**src/hdl/u8dec_pkg.sv**
```systemverilog
package u8dec_pkg;

  localparam int unsigned ByteW     = 8;
  localparam int unsigned CpW       = 31;
  localparam int unsigned LenW      = 3;
  localparam int unsigned StatusW   = 2;
  localparam int unsigned DataW     = CpW + LenW;
  localparam int unsigned OutTdataW = ((DataW + 7) / 8) * 8;

  // Lead and continuation byte patterns
  localparam logic [ByteW-1:0] ContMask   = 8'b1100_0000;
  localparam logic [ByteW-1:0] ContTag    = 8'b1000_0000;
  localparam logic [ByteW-1:0] Lead2Min   = 8'b1100_0000;
  localparam logic [ByteW-1:0] Lead3Min   = 8'b1110_0000;
  localparam logic [ByteW-1:0] Lead4Min   = 8'b1111_0000;
  localparam logic [ByteW-1:0] Lead5Min   = 8'b1111_1000;
  localparam logic [ByteW-1:0] Lead6Min   = 8'b1111_1100;
  localparam logic [ByteW-1:0] LeadMax    = 8'b1111_1101;

  typedef enum logic [StatusW-1:0] {
    ST_CHAR       = 2'd0,
    ST_INVALID    = 2'd1,
    ST_INCOMPLETE = 2'd2
  } status_e;

  // Packed with code_point in the lowest bits
  typedef struct packed {
    logic [LenW-1:0] seq_bytes;
    status_e         status;
    logic [CpW-1:0]  code_point;
  } result_t;

endpackage

```
**src/hdl/utf8_stream_decoder.sv**
```systemverilog
// UTF-8 stream decoder for the original encoding: sequences of 1 to 6 bytes,
// code points up to 0x7FFFFFFF, no overlong or surrogate checks. One byte
// enters per item on the slave side; tlast marks the last byte of a buffer.
// A result item (code point and sequence length on tdata, status on tuser)
// leaves on the master side when a character completes, when a sequence turns
// out invalid (stray continuation byte, 0xFE or 0xFF as lead, or a bad
// continuation byte, the latter reported when the expected length is
// reached), or when tlast cuts a sequence short (status incomplete, which wins
// over a bad continuation). Bytes in the middle of a sequence produce no
// result. Throughput is one byte per clock while the result side keeps up: an
// input register feeds a single decode step that updates the sequence state and
// loads the result register, so an accepted byte passes through the input
// register and then the result register. The byte that closes a sequence stalls
// only while the result register is full and not being taken.
module utf8_stream_decoder (
  input  logic                             clk_i,
  input  logic                             rst_ni,
  input  logic                             s_axis_tvalid_i,
  output logic                             s_axis_tready_o,
  input  logic [u8dec_pkg::ByteW-1:0]      s_axis_tdata_i,   // [7:0] byte_value
  input  logic                             s_axis_tlast_i,   // last_byte
  output logic                             m_axis_tvalid_o,
  input  logic                             m_axis_tready_i,
  // [30:0] code_point, [33:31] seq_bytes, [39:34] zero
  output logic [u8dec_pkg::OutTdataW-1:0]  m_axis_tdata_o,
  output logic [u8dec_pkg::StatusW-1:0]    m_axis_tuser_o    // [1:0] status
);
  import u8dec_pkg::*;

  // Input register
  logic             in_valid_q;
  logic [ByteW-1:0] in_byte_q;
  logic             in_last_q;

  // Sequence state
  logic [CpW-1:0]   acc_q, acc_d;
  logic [LenW-1:0]  exp_q, exp_d;
  logic [LenW-1:0]  seen_q, seen_d;
  logic             bad_q, bad_d;

  // Result register
  logic             out_valid_q;
  result_t          res_q;

  // Decode step
  logic             emit;
  result_t          res_d;
  logic [LenW-1:0]  lead_len;
  logic [CpW-1:0]   lead_bits;
  logic [LenW-1:0]  seen_inc;
  logic             cont_ok;
  logic             bad_n;
  logic [CpW-1:0]   acc_n;
  logic             advance;

  // Work out sequence length and payload bits of a lead byte.
  always_comb begin
    priority if (in_byte_q >= Lead6Min) begin
      lead_len  = LenW'(6);
      lead_bits = CpW'(in_byte_q[0]);
    end else if (in_byte_q >= Lead5Min) begin
      lead_len  = LenW'(5);
      lead_bits = CpW'(in_byte_q[1:0]);
    end else if (in_byte_q >= Lead4Min) begin
      lead_len  = LenW'(4);
      lead_bits = CpW'(in_byte_q[2:0]);
    end else if (in_byte_q >= Lead3Min) begin
      lead_len  = LenW'(3);
      lead_bits = CpW'(in_byte_q[3:0]);
    end else begin
      lead_len  = LenW'(2);
      lead_bits = CpW'(in_byte_q[4:0]);
    end
  end

  assign seen_inc = seen_q + LenW'(1);
  assign cont_ok  = (in_byte_q & ContMask) == ContTag;
  assign bad_n    = bad_q | ~cont_ok;
  // Shift six payload bits in; the top bits fall off the 31-bit range.
  assign acc_n    = cont_ok ? {acc_q[CpW-7:0], in_byte_q[5:0]} : acc_q;

  always_comb begin
    acc_d  = acc_q;
    exp_d  = exp_q;
    seen_d = seen_q;
    bad_d  = bad_q;
    emit   = 1'b0;
    res_d  = '{seq_bytes: LenW'(1), status: ST_CHAR, code_point: '0};

    if (exp_q == '0) begin
      // Lead-byte state
      if (!in_byte_q[7]) begin
        emit             = 1'b1;
        res_d.code_point = CpW'(in_byte_q);
      end else if (in_byte_q < Lead2Min || in_byte_q > LeadMax) begin
        emit         = 1'b1;
        res_d.status = ST_INVALID;
      end else if (in_last_q) begin
        emit         = 1'b1;
        res_d.status = ST_INCOMPLETE;
      end else begin
        acc_d  = lead_bits;
        exp_d  = lead_len;
        seen_d = LenW'(1);
        bad_d  = 1'b0;
      end
    end else begin
      if (seen_inc >= exp_q) begin
        emit            = 1'b1;
        res_d.seq_bytes = exp_q;
        if (bad_n) begin
          res_d.status = ST_INVALID;
        end else begin
          res_d.code_point = acc_n;
        end
      end else if (in_last_q) begin
        emit            = 1'b1;
        res_d.seq_bytes = seen_inc;
        res_d.status    = ST_INCOMPLETE;
      end else begin
        acc_d  = acc_n;
        seen_d = seen_inc;
        bad_d  = bad_n;
      end
    end

    // Return to lead-byte state after any result.
    if (emit) begin
      acc_d  = '0;
      exp_d  = '0;
      seen_d = '0;
      bad_d  = 1'b0;
    end
  end

  // Advance the held byte unless it produces a result with nowhere to go.
  assign advance         = in_valid_q && (!emit || !out_valid_q || m_axis_tready_i);
  assign s_axis_tready_o = !in_valid_q || advance;

  always_ff @(posedge clk_i or negedge rst_ni) begin
    if (!rst_ni) begin
      in_valid_q <= 1'b0;
    end else if (s_axis_tready_o) begin
      in_valid_q <= s_axis_tvalid_i;
    end
  end

  always_ff @(posedge clk_i) begin
    if (s_axis_tready_o && s_axis_tvalid_i) begin
      in_byte_q <= s_axis_tdata_i;
      in_last_q <= s_axis_tlast_i;
    end
  end

  always_ff @(posedge clk_i or negedge rst_ni) begin
    if (!rst_ni) begin
      acc_q  <= '0;
      exp_q  <= '0;
      seen_q <= '0;
      bad_q  <= 1'b0;
    end else if (advance) begin
      acc_q  <= acc_d;
      exp_q  <= exp_d;
      seen_q <= seen_d;
      bad_q  <= bad_d;
    end
  end

  always_ff @(posedge clk_i or negedge rst_ni) begin
    if (!rst_ni) begin
      out_valid_q <= 1'b0;
    end else if (advance && emit) begin
      out_valid_q <= 1'b1;
    end else if (m_axis_tready_i) begin
      out_valid_q <= 1'b0;
    end
  end

  always_ff @(posedge clk_i) begin
    if (advance && emit) begin
      res_q <= res_d;
    end
  end

  assign m_axis_tvalid_o = out_valid_q;
  assign m_axis_tdata_o  = {{(OutTdataW - DataW){1'b0}}, res_q.seq_bytes, res_q.code_point};
  assign m_axis_tuser_o  = res_q.status;

  // An open sequence always has at least two bytes and is not yet complete.
  assert property (@(posedge clk_i) disable iff (!rst_ni)
    (exp_q != '0) |-> (exp_q >= LenW'(2) && seen_q != '0 && seen_q < exp_q))
    else $error("open sequence state out of range");

  // A loaded result leaves the decoder in lead-byte state.
  assert property (@(posedge clk_i) disable iff (!rst_ni)
    (advance && emit) |=> (exp_q == '0 && seen_q == '0 && !bad_q))
    else $error("state not cleared after result");

  // Only completed characters carry a code point.
  assert property (@(posedge clk_i) disable iff (!rst_ni)
    (out_valid_q && res_q.status != ST_CHAR) |-> (res_q.code_point == '0))
    else $error("code point set on error result");

  // Sequence length of every result is between one and six.
  assert property (@(posedge clk_i) disable iff (!rst_ni)
    out_valid_q |-> (res_q.seq_bytes >= LenW'(1) && res_q.seq_bytes <= LenW'(6)))
    else $error("result sequence length out of range");

  // A full, stalled result register never gets overwritten.
  assert property (@(posedge clk_i) disable iff (!rst_ni)
    (out_valid_q && !m_axis_tready_i) |-> !(advance && emit))
    else $error("result overwritten while stalled");

endmodule

```
**config.mk**
```make
export PLATFORM = sky130hd
export DESIGN_NAME = utf8_stream_decoder
export DESIGN_NICKNAME = d
export VERILOG_FILES = /design/src/hdl/u8dec_pkg.sv /design/src/hdl/utf8_stream_decoder.sv
export SDC_FILE = /design/constraint.sdc
export NUM_CORES = 1
export LEC_CHECK = 0
export CAP_MARGIN = 0
export CORE_MARGIN = 4
export CORE_UTILIZATION = 65
export DETAILED_ROUTE_END_ITERATION = 7
export DONT_BUFFER_PORTS = 1
export PLACE_DENSITY = 0.81
export SETUP_SLACK_MARGIN = 0.05
export SYNTH_ARGS = -nofsm -noshare
export SYNTH_HDL_FRONTEND = slang
export SYNTH_SLANG_ARGS = --single-unit
```
**constraint.sdc**
```tcl
create_clock -name clk_i -period 10.2 [get_ports clk_i]
set_input_delay 1.02 -clock clk_i [delete_from_list [all_inputs] [get_ports clk_i]]
set_output_delay 1.02 -clock clk_i [all_outputs]
set_load 0.02 [all_outputs]
```
==> results by group, run 1 <==
Status
  – Status: finished clean

Drt
  – DRC Markers: 0
  – WL final: 8430 um
  – Initial drt markers: roughly 380
  – Drt wl/cell: slightly below 20 um
  – Routed vias/inst: approximately 6.6
  – DRT Pass-1 Iters: 5
  – Vias: 2799
  – Antenna violation net count after detailed routing: 0

Worst setup path
  – Arrival time worst endpoint: 2.87 ns
  – Worst setup path class: register to primary output
  – Crit Path Max Fanout: 11
  – Critical path required time: 9.18 ns
  – Critical Path Sink: s_axis_tready_o
  – Crit path launch: seen_q[0]$_DFFE_PN0P_
  – Worst-case reg-to-reg path depth: 9
  – Worst setup SP type: register
  – Reg2Reg Setup Slack: between 6 and 7 ns
  – Crit. End Element: primary output
  – Reg2Reg Launch Point: seen_q[0]$_DFFE_PN0P_
  – RR Endpoint: m_axis_tdata_o[27]$_SDFFCE_PP0P_

Clock network
  – CTS Buf Count: 9
  – H-tree lvl count: 3
  – Postcts setup bufs: 0
  – TritonCTS clock tree: done
  – Root buf cell: clkbuf_8
  – Clock transition at path regs: approximately 0.090 ns
  – Clock latency on the worst-skew pair: between 0.3 and 0.4 ns
  – Clock buffer depth: 2
  – TritonCTS Sinks: between 80 and 90
  – Post-cts hold buffer count: 0
  – Post_cts resized: 0

Synth
  – Sequential share of the synthesized area: roughly 57%
  – Syn Area/Cell: between 10 and 15 um^2
  – Ys Warns: 0
  – FF+latch count, synth: 85
  – Mux cell area share after synthesis: less than 1%
  – Fraction of the mapped netlist area in simple logic gates: 11.7%
  – Compound-Gate Fraction of Synth Area: approximately 24%
  – Post-Syn Area: slightly above 0.004 mm^2
  – Largest family of logic cells by synthesized area: compound AO/OA/AOI/OAI gates
  – Synth Area in Adders: 1.21%
  – Ranking of synthesized cells by area: edfxtp_1 33%, dfrtp_1 24%, o2bb2ai_2 7.3%
  – Yosys cell types: 51
  – Synth area leader: edfxtp_1
  – Post-synth top area share: 32.7%
  – Post-synthesis cell count: 353
  – XOR/XNOR Fraction of Synth Area: less than 1%

Global route
  – GRT overflow: 0
  – GR Util All Layers: between 20% and 30%
  – Vias in the first global route: between 2000 and 3000
  – Initial antenna violation count: 0
  – First-pass GRT wire length: 13800 um
  – Largest net degree at the start of global routing: slightly above 40

Placement
  – I/O Buffers: 0
  – Routability congestion estimate: 0.921
  – Cell Count Post-Placement: approximately 410
  – HPWL after detailed placement: roughly 5500 um

STA
  – Max-slew violations: 0
  – Final setup vio count: 0
  – Fmax: around 260 MHz
  – Final period util: about two fifths
  – Unrepaired setup endpoints after global routing: false
  – Clock skew: 0.0105 ns
  – Slew @ Worst Pin: around 0.87 ns
  – Final Hold Viols: 0
  – Setup TNS: 0 ns
  – Fin crit period: 3.89 ns
  – Slew margin rel.: 42.1%

Layout
  – Final core occ: between 70 and 80%
  – Antenna diodes: 0
  – Post-layout net count: roughly 360
  – Share of cells above drive strength 1: about 15%
  – Fillers: between 400 and 500
  – Area grow syn2layout: 4.36%
  – Final instance count without filler cells: about 430

Floorplanning
  – Initial core utilization: between 60% and 70%
  – Top Ports: 57
  – Row count: 28
  – Die Span X: between 80 and 90 um
  – Core Footprint: ~0.0060 mm^2
  – Die Area: a little under 0.008 mm^2
  – Die height: approximately 88 um

Power and ir drop
  – Combinational Power Share: 14.1%
  – Cell-internal power: 0.000550 W
  – Seq pwr share: 55.9%
  – Switching share of power: 30.9%
  – Psw: 0.000245 W
  – Leak: 1.56 nW
  – Worst VDD drop: between 0.1 and 0.15 mV
  – Pwr dens: 185 mW/mm^2
  – Clock power frac: 29.9%
  – Total Power: 0.000795 W

Min path
  – Hold WC Path Type: input port to async pin

Flow run
  – Max_cap viols: 0
==> power groups by stage <==
stage / clock (W) / sequential (W) / combinational (W)
final: 0.000238 / 0.000445 / 0.000112
after global routing: 0.000256 / 0.000448 / 0.000123
after CTS: 0.000241 / 0.000445 / 0.000111
after detailed placement: 0 / 0.000452 / 0.000111
after global placement: 0 / 0.000451 / 0.000108
after floorplan: 0 / 0.000442 / 0.0000990
==> worst max-delay path, cell delays in order, from the launching register on <==
cell     delay [ns]
dfrtp_1        0.43
ha_1           0.26
xor2_1         0.20
ha_1           0.29
a21oi_2        0.19
o21ai_4        0.12
o22ai_2        0.30
and2_1         0.44
or2_1          0.28
==> layer usage <==
layer  up-vias  part of all wire, %  track usage [%]
met4         0                  1.7             7.53
met1      1380                   47             35.9
li1       1274                    -                -
met5         -                    0                0
met3        18                  6.8             5.83
met2       127                   44             32.7
==> synthesized netlist by cell type (all sizes together) <==
cell type	n
o21a	2
a21oi	33
nor2	8
or2	1
o21bai	2
a32o	4
dfrtp	40
buf	25
o21ai	15
o22ai	2
xor2	1
or3	3
a21o	1
conb	1
nand4	4
nor3	5
nand2b	1
a21boi	24
a22o	7
inv	7
mux2i	2
and2	3
o2111ai	1
nand2	61
and4	1
o31ai	1
clkbuf	5
a31oi	1
and3	1
nor2b	8
nand3	5
o211ai	1
ha	4
a211o	1
a311oi	1
o2bb2ai	25
nand3b	1
edfxtp	45
==> worst min path at each step <==
stage / endpoint / slack [ns] / cells past startpoint
3_3_place_gp: acc_q[28]$_DFFE_PN0P_ / 0.47 / 1
3_5_place_dp: acc_q[28]$_DFFE_PN0P_ / 0.47 / 1
4_1_cts: acc_q[26]$_DFFE_PN0P_ / 0.34 / 0
5_1_grt: acc_q[29]$_DFFE_PN0P_ / 0.33 / 0
2_1_floorplan: acc_q[28]$_DFFE_PN0P_ / 0.46 / 1
6_report: acc_q[13]$_DFFE_PN0P_ / 0.35 / 0
==> layout by cell type, fill, tap and decap left out, drive strengths merged, types with 2 or more instances in the layout <==
master / instances
nand2: 61
edfxtp: 45
dfrtp: 40
a21oi: 33
o2bb2ai: 25
a21boi: 24
o21ai: 15
clkbuf: 10
nor2: 8
nor2b: 8
inv: 7
a22o: 7
conb: 6
buf: 6
nand3: 5
nor3: 5
a32o: 4
ha: 4
nand4: 4
and2: 3
clkinvlp: 3
or3: 3
o21a: 2
o21bai: 2
mux2i: 2
clkinv: 2
o22ai: 2
==> cell type report <==
| type | count | area, um^2 | area share, % |
|---|---|---|---|
| Inverter | 7 | 26.3 | 0.610 |
| Clock inverter | 6 | 62.6 | 1.45 |
| Timing Repair Buffer | 6 | 45.0 | 1.05 |
| Multi-Input combinational cell | 236 | 1590 | 36.9 |
| Tap cell | 75 | 93.8 | 2.18 |
| Clock buffer | 10 | 138 | 3.19 |
| Sequential cell | 85 | 2350 | 54.6 |
==> flip-flops by register name, indices dropped and copies added (netlist names) <==
register         flops
in_valid_q           1
exp_q                3
bad_q                1
m_axis_tdata_o      34
in_last_q            1
m_axis_tuser_o       2
in_byte_q            8
seen_q               3
acc_q               31
m_axis_tvalid_o      1
==> cell families (layout without fill, tap and decap cells) <==
family | Yosys count | count (layout)
muxes | 2 | 2
xor gates and xnor gates | 1 | 1
AOI/OAI and AO/OA | 121 | 121
DFF | 85 | 85
adders and majority gates | 4 | 4
other | 1 | 6
and+or+nand+nor | 102 | 102
buffers and inverters | 37 | 29
==> per-stage QoR <==
step           hold slack, ns  worst slack [ns]  cell area (um^2)
5_1_grt                 0.333              6.12              4310
3_3_place_gp            0.472              6.80              4110
4_1_cts                 0.338              6.32              4310
3_5_place_dp            0.473              6.71              4110
6_report                0.349              6.31              4310
2_1_floorplan           0.456              5.33              4150
(Power assumes the default switching activity.)
==> run 2, diff against run 1 <==
- CORE_UTILIZATION: 65 -> 63
- PLACE_DENSITY: 0.81 -> 0.79
- clock period: 10.2 -> 3.7 ns (I/O delays scaled with it)
==> results by group, run 2 (same netlist as run 1, synthesis figures left out) <==
Drt
  – DRT Pass-1 Iters: 5 (unchanged)
  – DRC Markers: 0 (unchanged)
  – Vias: 2775 (was 2799)
  – Initial drt markers: 281 (was 381)
  – Drt wl/cell: 19.4 um (was 19.8 um)
  – Routed vias/inst: 6.39 (was 6.59)
  – WL final: 8440 um (was 8430 um)
  – Antenna violation net count after detailed routing: 0 (unchanged)

Global route
  – Vias in the first global route: 2614 (was 2662)
  – GR Util All Layers: 23.2% (was 23.4%)
  – Initial antenna violation count: 0 (unchanged)
  – GRT overflow: 0 (unchanged)
  – First-pass GRT wire length: 13700 um (was 13800 um)
  – Largest net degree at the start of global routing: 41 (unchanged)

Layout
  – Area occupied by multi-input gates: 0.00160 mm^2 (was 0.00159 mm^2)
  – Commonest non-fill, non-tap cell in the layout: nand2_1 (unchanged)
  – Final instance count without filler cells: 434 (was 425)
  – Share of cells above drive strength 1: 16.2% (was 14.9%)
  – Area grow syn2layout: 6.34% (was 4.36%)
  – Antenna diodes: 0 (unchanged)
  – Post-layout net count: 369 (was 362)
  – Max FFs per register: 34 (unchanged)
  – Finished Cell Area: 0.00439 mm^2 (was 0.00431 mm^2)
  – Final core occ: 69.1% (was 71.5%)
  – Fillers: 424 (was 443)
  – Register area: 0.00235 mm^2 (unchanged)
  – Commonest non-fill, non-tap cells in the layout: 61 x nand2_1, 45 x edfxtp_1, 40 x dfrtp_1 (unchanged)

Placement
  – HPWL after detailed placement: 5610 um (was 5490 um)
  – Cell Count Post-Placement: 416 (was 409)
  – Routability congestion estimate: 0.909 (was 0.921)
  – Placed inst area: 0.00415 mm^2 (was 0.00411 mm^2)
  – I/O Buffers: 0 (unchanged)

Flow run
  – Max_cap viols: 0 (unchanged)

STA
  – Final period util: 88.3%
  – Max-slew violations: 0 (unchanged)
  – Clock skew: 0.0175 ns (was 0.0105 ns)
  – Slew margin rel.: 45.7% (was 42.1%)
  – Unrepaired setup endpoints after global routing: false (unchanged)
  – Final setup vio count: 0 (unchanged)
  – Slew @ Worst Pin: 0.813 ns (was 0.868 ns)
  – Fmax: around 310 MHz
  – Fin crit period: 3.27 ns
  – Final Hold Viols: 0 (unchanged)
  – Setup TNS: 0 ns (unchanged)

Power and ir drop
  – Total Power: 0.00224 W (was 0.000795 W)
  – Leak: 1.61 nW (was 1.56 nW)
  – Worst VDD drop: 0.356 mV (was 0.139 mV)
  – Pwr dens: 511 mW/mm^2 (was 185 mW/mm^2)

Floorplanning
  – Core Footprint: 0.00635 mm^2 (was 0.00603 mm^2)
  – Initial core utilization: 65.0% (was 68.5%)
  – Top Ports: 57 (unchanged)
  – Die Area: 0.00791 mm^2 (was 0.00769 mm^2)
  – Row count: 29 (was 28)
  – Die Span X: 88.9 um (was 87.7 um)
  – Die height: 88.9 um (was 87.7 um)

Worst setup path
  – Reg2Reg Setup Slack: 0.72 ns (was 6.78 ns)
  – Cell chain of the critical path: ha_1, xor2_1, ha_1, a21oi_2, o21ai_4, o22ai_2, and2_1, or2_1 (unchanged)
  – RR Endpoint: in_byte_q[3]$_DFFE_PP_ (was m_axis_tdata_o[27]$_SDFFCE_PP0P_)
  – Critical path required time: 3.33 ns (was 9.18 ns)
  – Reg2Reg Launch Point: seen_q[0]$_DFFE_PN0P_ (unchanged)
  – Worst setup SP type: register (unchanged)
  – Crit Path Max Fanout: 11 (unchanged)
  – Worst-case reg-to-reg path depth: 8 (was 9)
  – Worst setup path class: register to primary output (unchanged)
  – CP max stage delay: 0.47 ns (was 0.44 ns)
  – Arrival time worst endpoint: 2.90 ns (was 2.87 ns)
  – CP most frequent cell: ha_1 (unchanged)
  – Crit. End Element: primary output (unchanged)
  – Slowest-stage cell, CP: and2_1 (unchanged)

Clock network
  – Post_cts resized: 0 (unchanged)
  – TritonCTS Sinks: 85 (unchanged)
  – CTS Buf Count: 9 (unchanged)
  – H-tree lvl count: 3 (unchanged)
  – TritonCTS clock tree: done (unchanged)
  – Clock transition at path regs: 0.08 ns (was 0.09 ns)
  – Clock latency on the worst-skew pair: 0.37 ns (was 0.36 ns)
  – Root buf cell: clkbuf_8 (unchanged)
  – Clock buffer depth: 2 (unchanged)

Status
  – Status: finished clean (unchanged)

Min path
  – Hold WC Path Type: input port to register (was input port to async pin)
  – WHS Path Cells: 0
  – Hold path startpoint: s_axis_tdata_i[0]
  – Worst hold path endpoint: in_byte_q[0]$_DFFE_PP_
-- run 2: cell types whose count changed in the layout (fill, tap and decap cells not counted), sizes merged --
cell,previous run,this run
buf,6,12
inv,7,10
clkbuf,10,9
dlygate4sd3,0,1
clkinvlp,3,1
-- run 2: power breakdown --
part	internal [W]	leakage, nW	switching, W
Sequential	0.00110	0.991	0.000128
Combinational	0.000104	0.516	0.000231
Clock	0.000321	0.101	0.000360
Total	0.00152	1.61	0.000720
-- run 2: cell type report --
class                   instances  share of cell area (%)
clock buffers                   9                    2.82
clock inverters                 7                    1.85
inverters                       7                   0.599
multi-input cells             236                    36.4
flip-flops and latches         85                    53.6
well taps                      77                    2.19
repair buffers                 13                    2.57
-- run 2: worst max-delay path by stage --
stage,end,slack [ns],start
detailed placement,in_byte_q[3]$_DFFE_PP_,0.72,seen_q[0]$_DFFE_PN0P_
global placement,in_last_q$_DFFE_PP_,0.85,seen_q[0]$_DFFE_PN0P_
floorplan,m_axis_tdata_o[0]$_DFFE_PP_,0.49,seen_q[0]$_DFFE_PN0P_
finish,s_axis_tready_o,0.43,seen_q[0]$_DFFE_PN0P_
CTS,s_axis_tready_o,0.41,seen_q[0]$_DFFE_PN0P_
global route,s_axis_tready_o,0.27,seen_q[0]$_DFFE_PN0P_
-- run 2: through the flow --
stage	hold WS (ns)	worst slack (ns)
2_1_floorplan	0.0744	0.489
3_3_place_gp	0.0762	0.847
3_5_place_dp	0.0760	0.724
4_1_cts	0.0883	0.414
5_1_grt	0.0799	0.270
6_report	0.103	0.435
-- run 2: repair_timing --
| action | CTS | global route |
|---|---|---|
| setup buffers | 0 | 0 |
| endpoints found under the hold margin | 40 | 0 |
| hold buffers | 2 | 0 |
-- run 2: per-layer routing --
| layer | wire length (um) | GRT usage (%) |
|---|---|---|
| met4 | 112 | 7.04 |
| met3 | 721 | 7.83 |
| met2 | 3900 | 33.5 |
| met5 | 0 | 0 |
| met1 | 3710 | 33.7 |
-- run 2: worst max-delay path, delay by kind of cell, from the launching register on --
kind | cells | cell delay [ns]
AO/OA/AOI/OAI | 3 | 0.61
AND/OR/NAND/NOR | 2 | 0.77
XOR/XNOR | 1 | 0.19
flip-flops | 1 | 0.43
adder cells (fa/ha/maj) | 2 | 0.54
==> run 3, diff against run 2 <==
- ABC_AREA: unset -> 1
==> results by group, run 3 <==
Clock network
  – TritonCTS clock tree: done (unchanged)
  – Clock latency on the worst-skew pair: 0.36 ns (was 0.37 ns)
  – Clock buffer depth: 2 (unchanged)
  – Root buf cell: clkbuf_8 (unchanged)
  – Postcts setup bufs: 0 (unchanged)
  – CTS Buf Count: 9 (unchanged)
  – Clock transition at path regs: 0.08 ns (about the same)
  – TritonCTS Sinks: 85 (unchanged)
  – H-tree lvl count: 3 (unchanged)

Synth
  – Async set or reset register ratio after synthesis: 47.1% (unchanged)
  – Most common library cells after synthesis: 85 x nand2_1, 52 x o21ai_0, 46 x nor2_1 (was 61 x nand2_1, 45 x edfxtp_1, 40 x dfrtp_1)
  – Ranking of synthesized cells by area: edfxtp_1 34%, dfrtp_1 25%, nand2_1 8.0% (was edfxtp_1 33%, dfrtp_1 24%, o2bb2ai_2 7.3%)
  – Post-synth top area share: 33.7% (was 32.7%)
  – Synth area leader: edfxtp_1 (unchanged)
  – Sequential share of the synthesized area: 58.7% (was 57.0%)
  – Dominant synthesized flop cell: edfxtp_1 (unchanged)
  – Post-Syn Area: 0.00401 mm^2 (was 0.00413 mm^2)
  – FF+latch count, synth: 85 (unchanged)
  – Fraction of the mapped netlist area in simple logic gates: 20.7% (was 11.7%)
  – Number of enable flip-flop cells after synthesis: 45 (unchanged)
  – Top-count cell post-synth: nand2_1 (unchanged)
  – Syn Area/Cell: 9.39 um^2 (was 11.7 um^2)
  – Largest family of logic cells by synthesized area: simple AND/OR/NAND/NOR gates (was compound AO/OA/AOI/OAI gates)
  – Ys Warns: 0 (unchanged)
  – Mux cell area share after synthesis: 0.999% (was 0.485%)
  – XOR/XNOR Fraction of Synth Area: 0.218% (was 0.212%)
  – Synth Area in Adders: 1.25% (was 1.21%)
  – Yosys cell types: 29 (was 51)
  – Compound-Gate Fraction of Synth Area: 10.6% (was 24.2%)
  – Post-synthesis cell count: 427 (was 353)

STA
  – Hold Slack: 0.107 ns (was 0.103 ns)
  – Clock skew: 0.00688 ns (was 0.0175 ns)
  – Max-slew violations: 0 (unchanged)
  – Slew @ Worst Pin: 0.674 ns (was 0.813 ns)
  – Final Hold Viols: 0 (unchanged)
  – Final setup vio count: 0 (unchanged)
  – Final period util: 81.7% (was 88.3%)
  – Fmax: 331 MHz (was 306 MHz)
  – Unrepaired setup endpoints after global routing: false (unchanged)
  – Fin crit period: 3.02 ns (was 3.27 ns)
  – Slew margin rel.: 55.0% (was 45.7%)
  – Setup TNS: 0 ns (unchanged)

Floorplanning
  – Die Span X: 87.8 um (was 88.9 um)
  – Die height: 87.8 um (was 88.9 um)
  – Core Footprint: 0.00606 mm^2 (was 0.00635 mm^2)
  – Top Ports: 57 (unchanged)
  – Die Area: 0.00770 mm^2 (was 0.00791 mm^2)
  – Row count: 28 (was 29)
  – Initial core utilization: 66.1% (was 65.0%)

Power and ir drop
  – Leak: 1.77 nW (was 1.61 nW)
  – Worst VDD drop: 0.506 mV (was 0.356 mV)
  – Pwr dens: 650 mW/mm^2 (was 511 mW/mm^2)
  – Total Power: 0.00277 W (was 0.00224 W)

Worst setup path
  – Critical path required time: 3.33 ns (about the same)
  – Arrival time worst endpoint: 2.65 ns (was 2.90 ns)
  – Crit. End Element: primary output (unchanged)
  – Worst setup SP type: register (unchanged)
  – Worst setup path class: register to primary output (unchanged)
  – Crit Path Max Fanout: 9 (was 11)

Drt
  – Vias: 2887 (was 2775)
  – Initial drt markers: 285 (was 281)
  – DRC Markers: 0 (unchanged)
  – Routed vias/inst: 5.72 (was 6.39)
  – DRT Pass-1 Iters: 5 (unchanged)
  – Antenna violation net count after detailed routing: 0 (unchanged)
  – WL final: 7950 um (was 8440 um)
  – Drt wl/cell: 15.7 um (was 19.4 um)

Global route
  – Largest net degree at the start of global routing: 70 (was 41)
  – Vias in the first global route: 2791 (was 2614)
  – First-pass GRT wire length: 13100 um (was 13700 um)
  – GRT overflow: 0 (unchanged)
  – GR Util All Layers: 22.4% (was 23.2%)
  – Initial antenna violation count: 0 (unchanged)

Placement
  – I/O Buffers: 0 (unchanged)
  – Routability congestion estimate: 0.881 (was 0.909)
  – HPWL after detailed placement: 5290 um (was 5610 um)
  – Cell Count Post-Placement: 487 (was 416)

Layout
  – Max FFs per register: 34 (unchanged)
  – Share of cells above drive strength 1: 11.6% (was 16.2%)
  – Area grow syn2layout: 6.37% (was 6.34%)
  – Commonest non-fill, non-tap cells in the layout: 85 x nand2_1, 52 x o21ai_0, 46 x nor2_1 (was 61 x nand2_1, 45 x edfxtp_1, 40 x dfrtp_1)
  – Final instance count without filler cells: 505 (was 434)
  – Post-layout net count: 442 (was 369)
  – Commonest non-fill, non-tap cell in the layout: nand2_1 (unchanged)
  – Antenna diodes: 0 (unchanged)

Status
  – Status: finished clean (unchanged)

Flow run
  – Max_cap viols: 0 (unchanged)

Min path
  – Hold WC Path Type: input port to register (unchanged)
==> run 3: logic make-up after synthesis <==
logic type | count (synthesis)
adder cells (fa/ha/maj) | 4
other | 1
multiplexers | 4
XOR/XNOR | 1
buffers and inverters | 66
flip-flops | 85
AO/OA/AOI/OAI | 81
AND/OR/NAND/NOR | 185
==> run 3: repair_timing <==
item / CTS / global route
gates resized for setup: 0 / 0
hold endpoints to repair: 40 / 0
hold buffers: 2 / 0
==> run 3: report_power, final <==
group          internal (W)  switching, W  leakage [nW]
clock network      0.000397      0.000315         0.104
logic              0.000154      0.000452         0.670
registers           0.00122      0.000233         0.993
==> run 3: path summary, 6_finish.rpt <==
check / slack [ns] / cells past startpoint / startpoint / end
max: 0.68 / 13 / seen_q[0]$_DFFE_PN0P_ / s_axis_tready_o
min: 0.11 / 0 / s_axis_tlast_i / in_last_q$_DFFE_PP_
max reg2reg: 0.73 / 15 / seen_q[0]$_DFFE_PN0P_ / in_byte_q[1]$_DFFE_PP_
min reg2reg: 0.49 / 2 / exp_q[2]$_DFFE_PN0P_ / exp_q[2]$_DFFE_PN0P_
max in group asynchronous: 3.02 / 2 / rst_ni / in_valid_q$_DFFE_PN0P_
min in group asynchronous: 0.47 / 2 / rst_ni / acc_q[17]$_DFFE_PN0P_
==> run 3: layer usage <==
metal / track usage (%) / part of all wire (%) / vias up
met5: 0 / 0 / -
met4: 10.7 / 2.5 / 0
met3: 4.99 / 5.7 / 18
met2: 35.4 / 49 / 111
met1: 29.4 / 43 / 1363
li1: - / - / 1395
==> run 3: metrics by stage <==
| stage | worst slack (ns) | instance area, um^2 | utilization (%) |
|---|---|---|---|
| 6_report | 0.678 | 4260 | 70.4 |
| 5_1_grt | 0.454 | 4260 | 70.4 |
| 4_1_cts | 0.698 | 4260 | 70.4 |
| 3_3_place_gp | 0.945 | 4020 | 66.3 |
| 2_1_floorplan | 0.750 | 4030 | - |
| 3_5_place_dp | 0.794 | 4020 | 66.3 |
==> run 3: cell type report <==
cell class	instances	area [um^2]
clock buffer	12	145
clock inverter	4	71.3
fill	449	1800
inverter	40	150
multi-input combinational	281	1380
sequential	85	2350
tap	75	93.8
timing repair buffer	8	75.1
==> run 3: critical path, stage by stage (launching register included) <==
cell and delay [ns]:
dfrtp_1 0.43, ha_1 0.22, xnor2_1 0.14, inv_1 0.09, ha_1 0.33, nand2_1 0.09, nand2_1 0.06, inv_1 0.06
nand3_1 0.10, nand2_1 0.16, nand2_1 0.15, nor2_4 0.23, inv_1 0.11, nand3_2 0.15
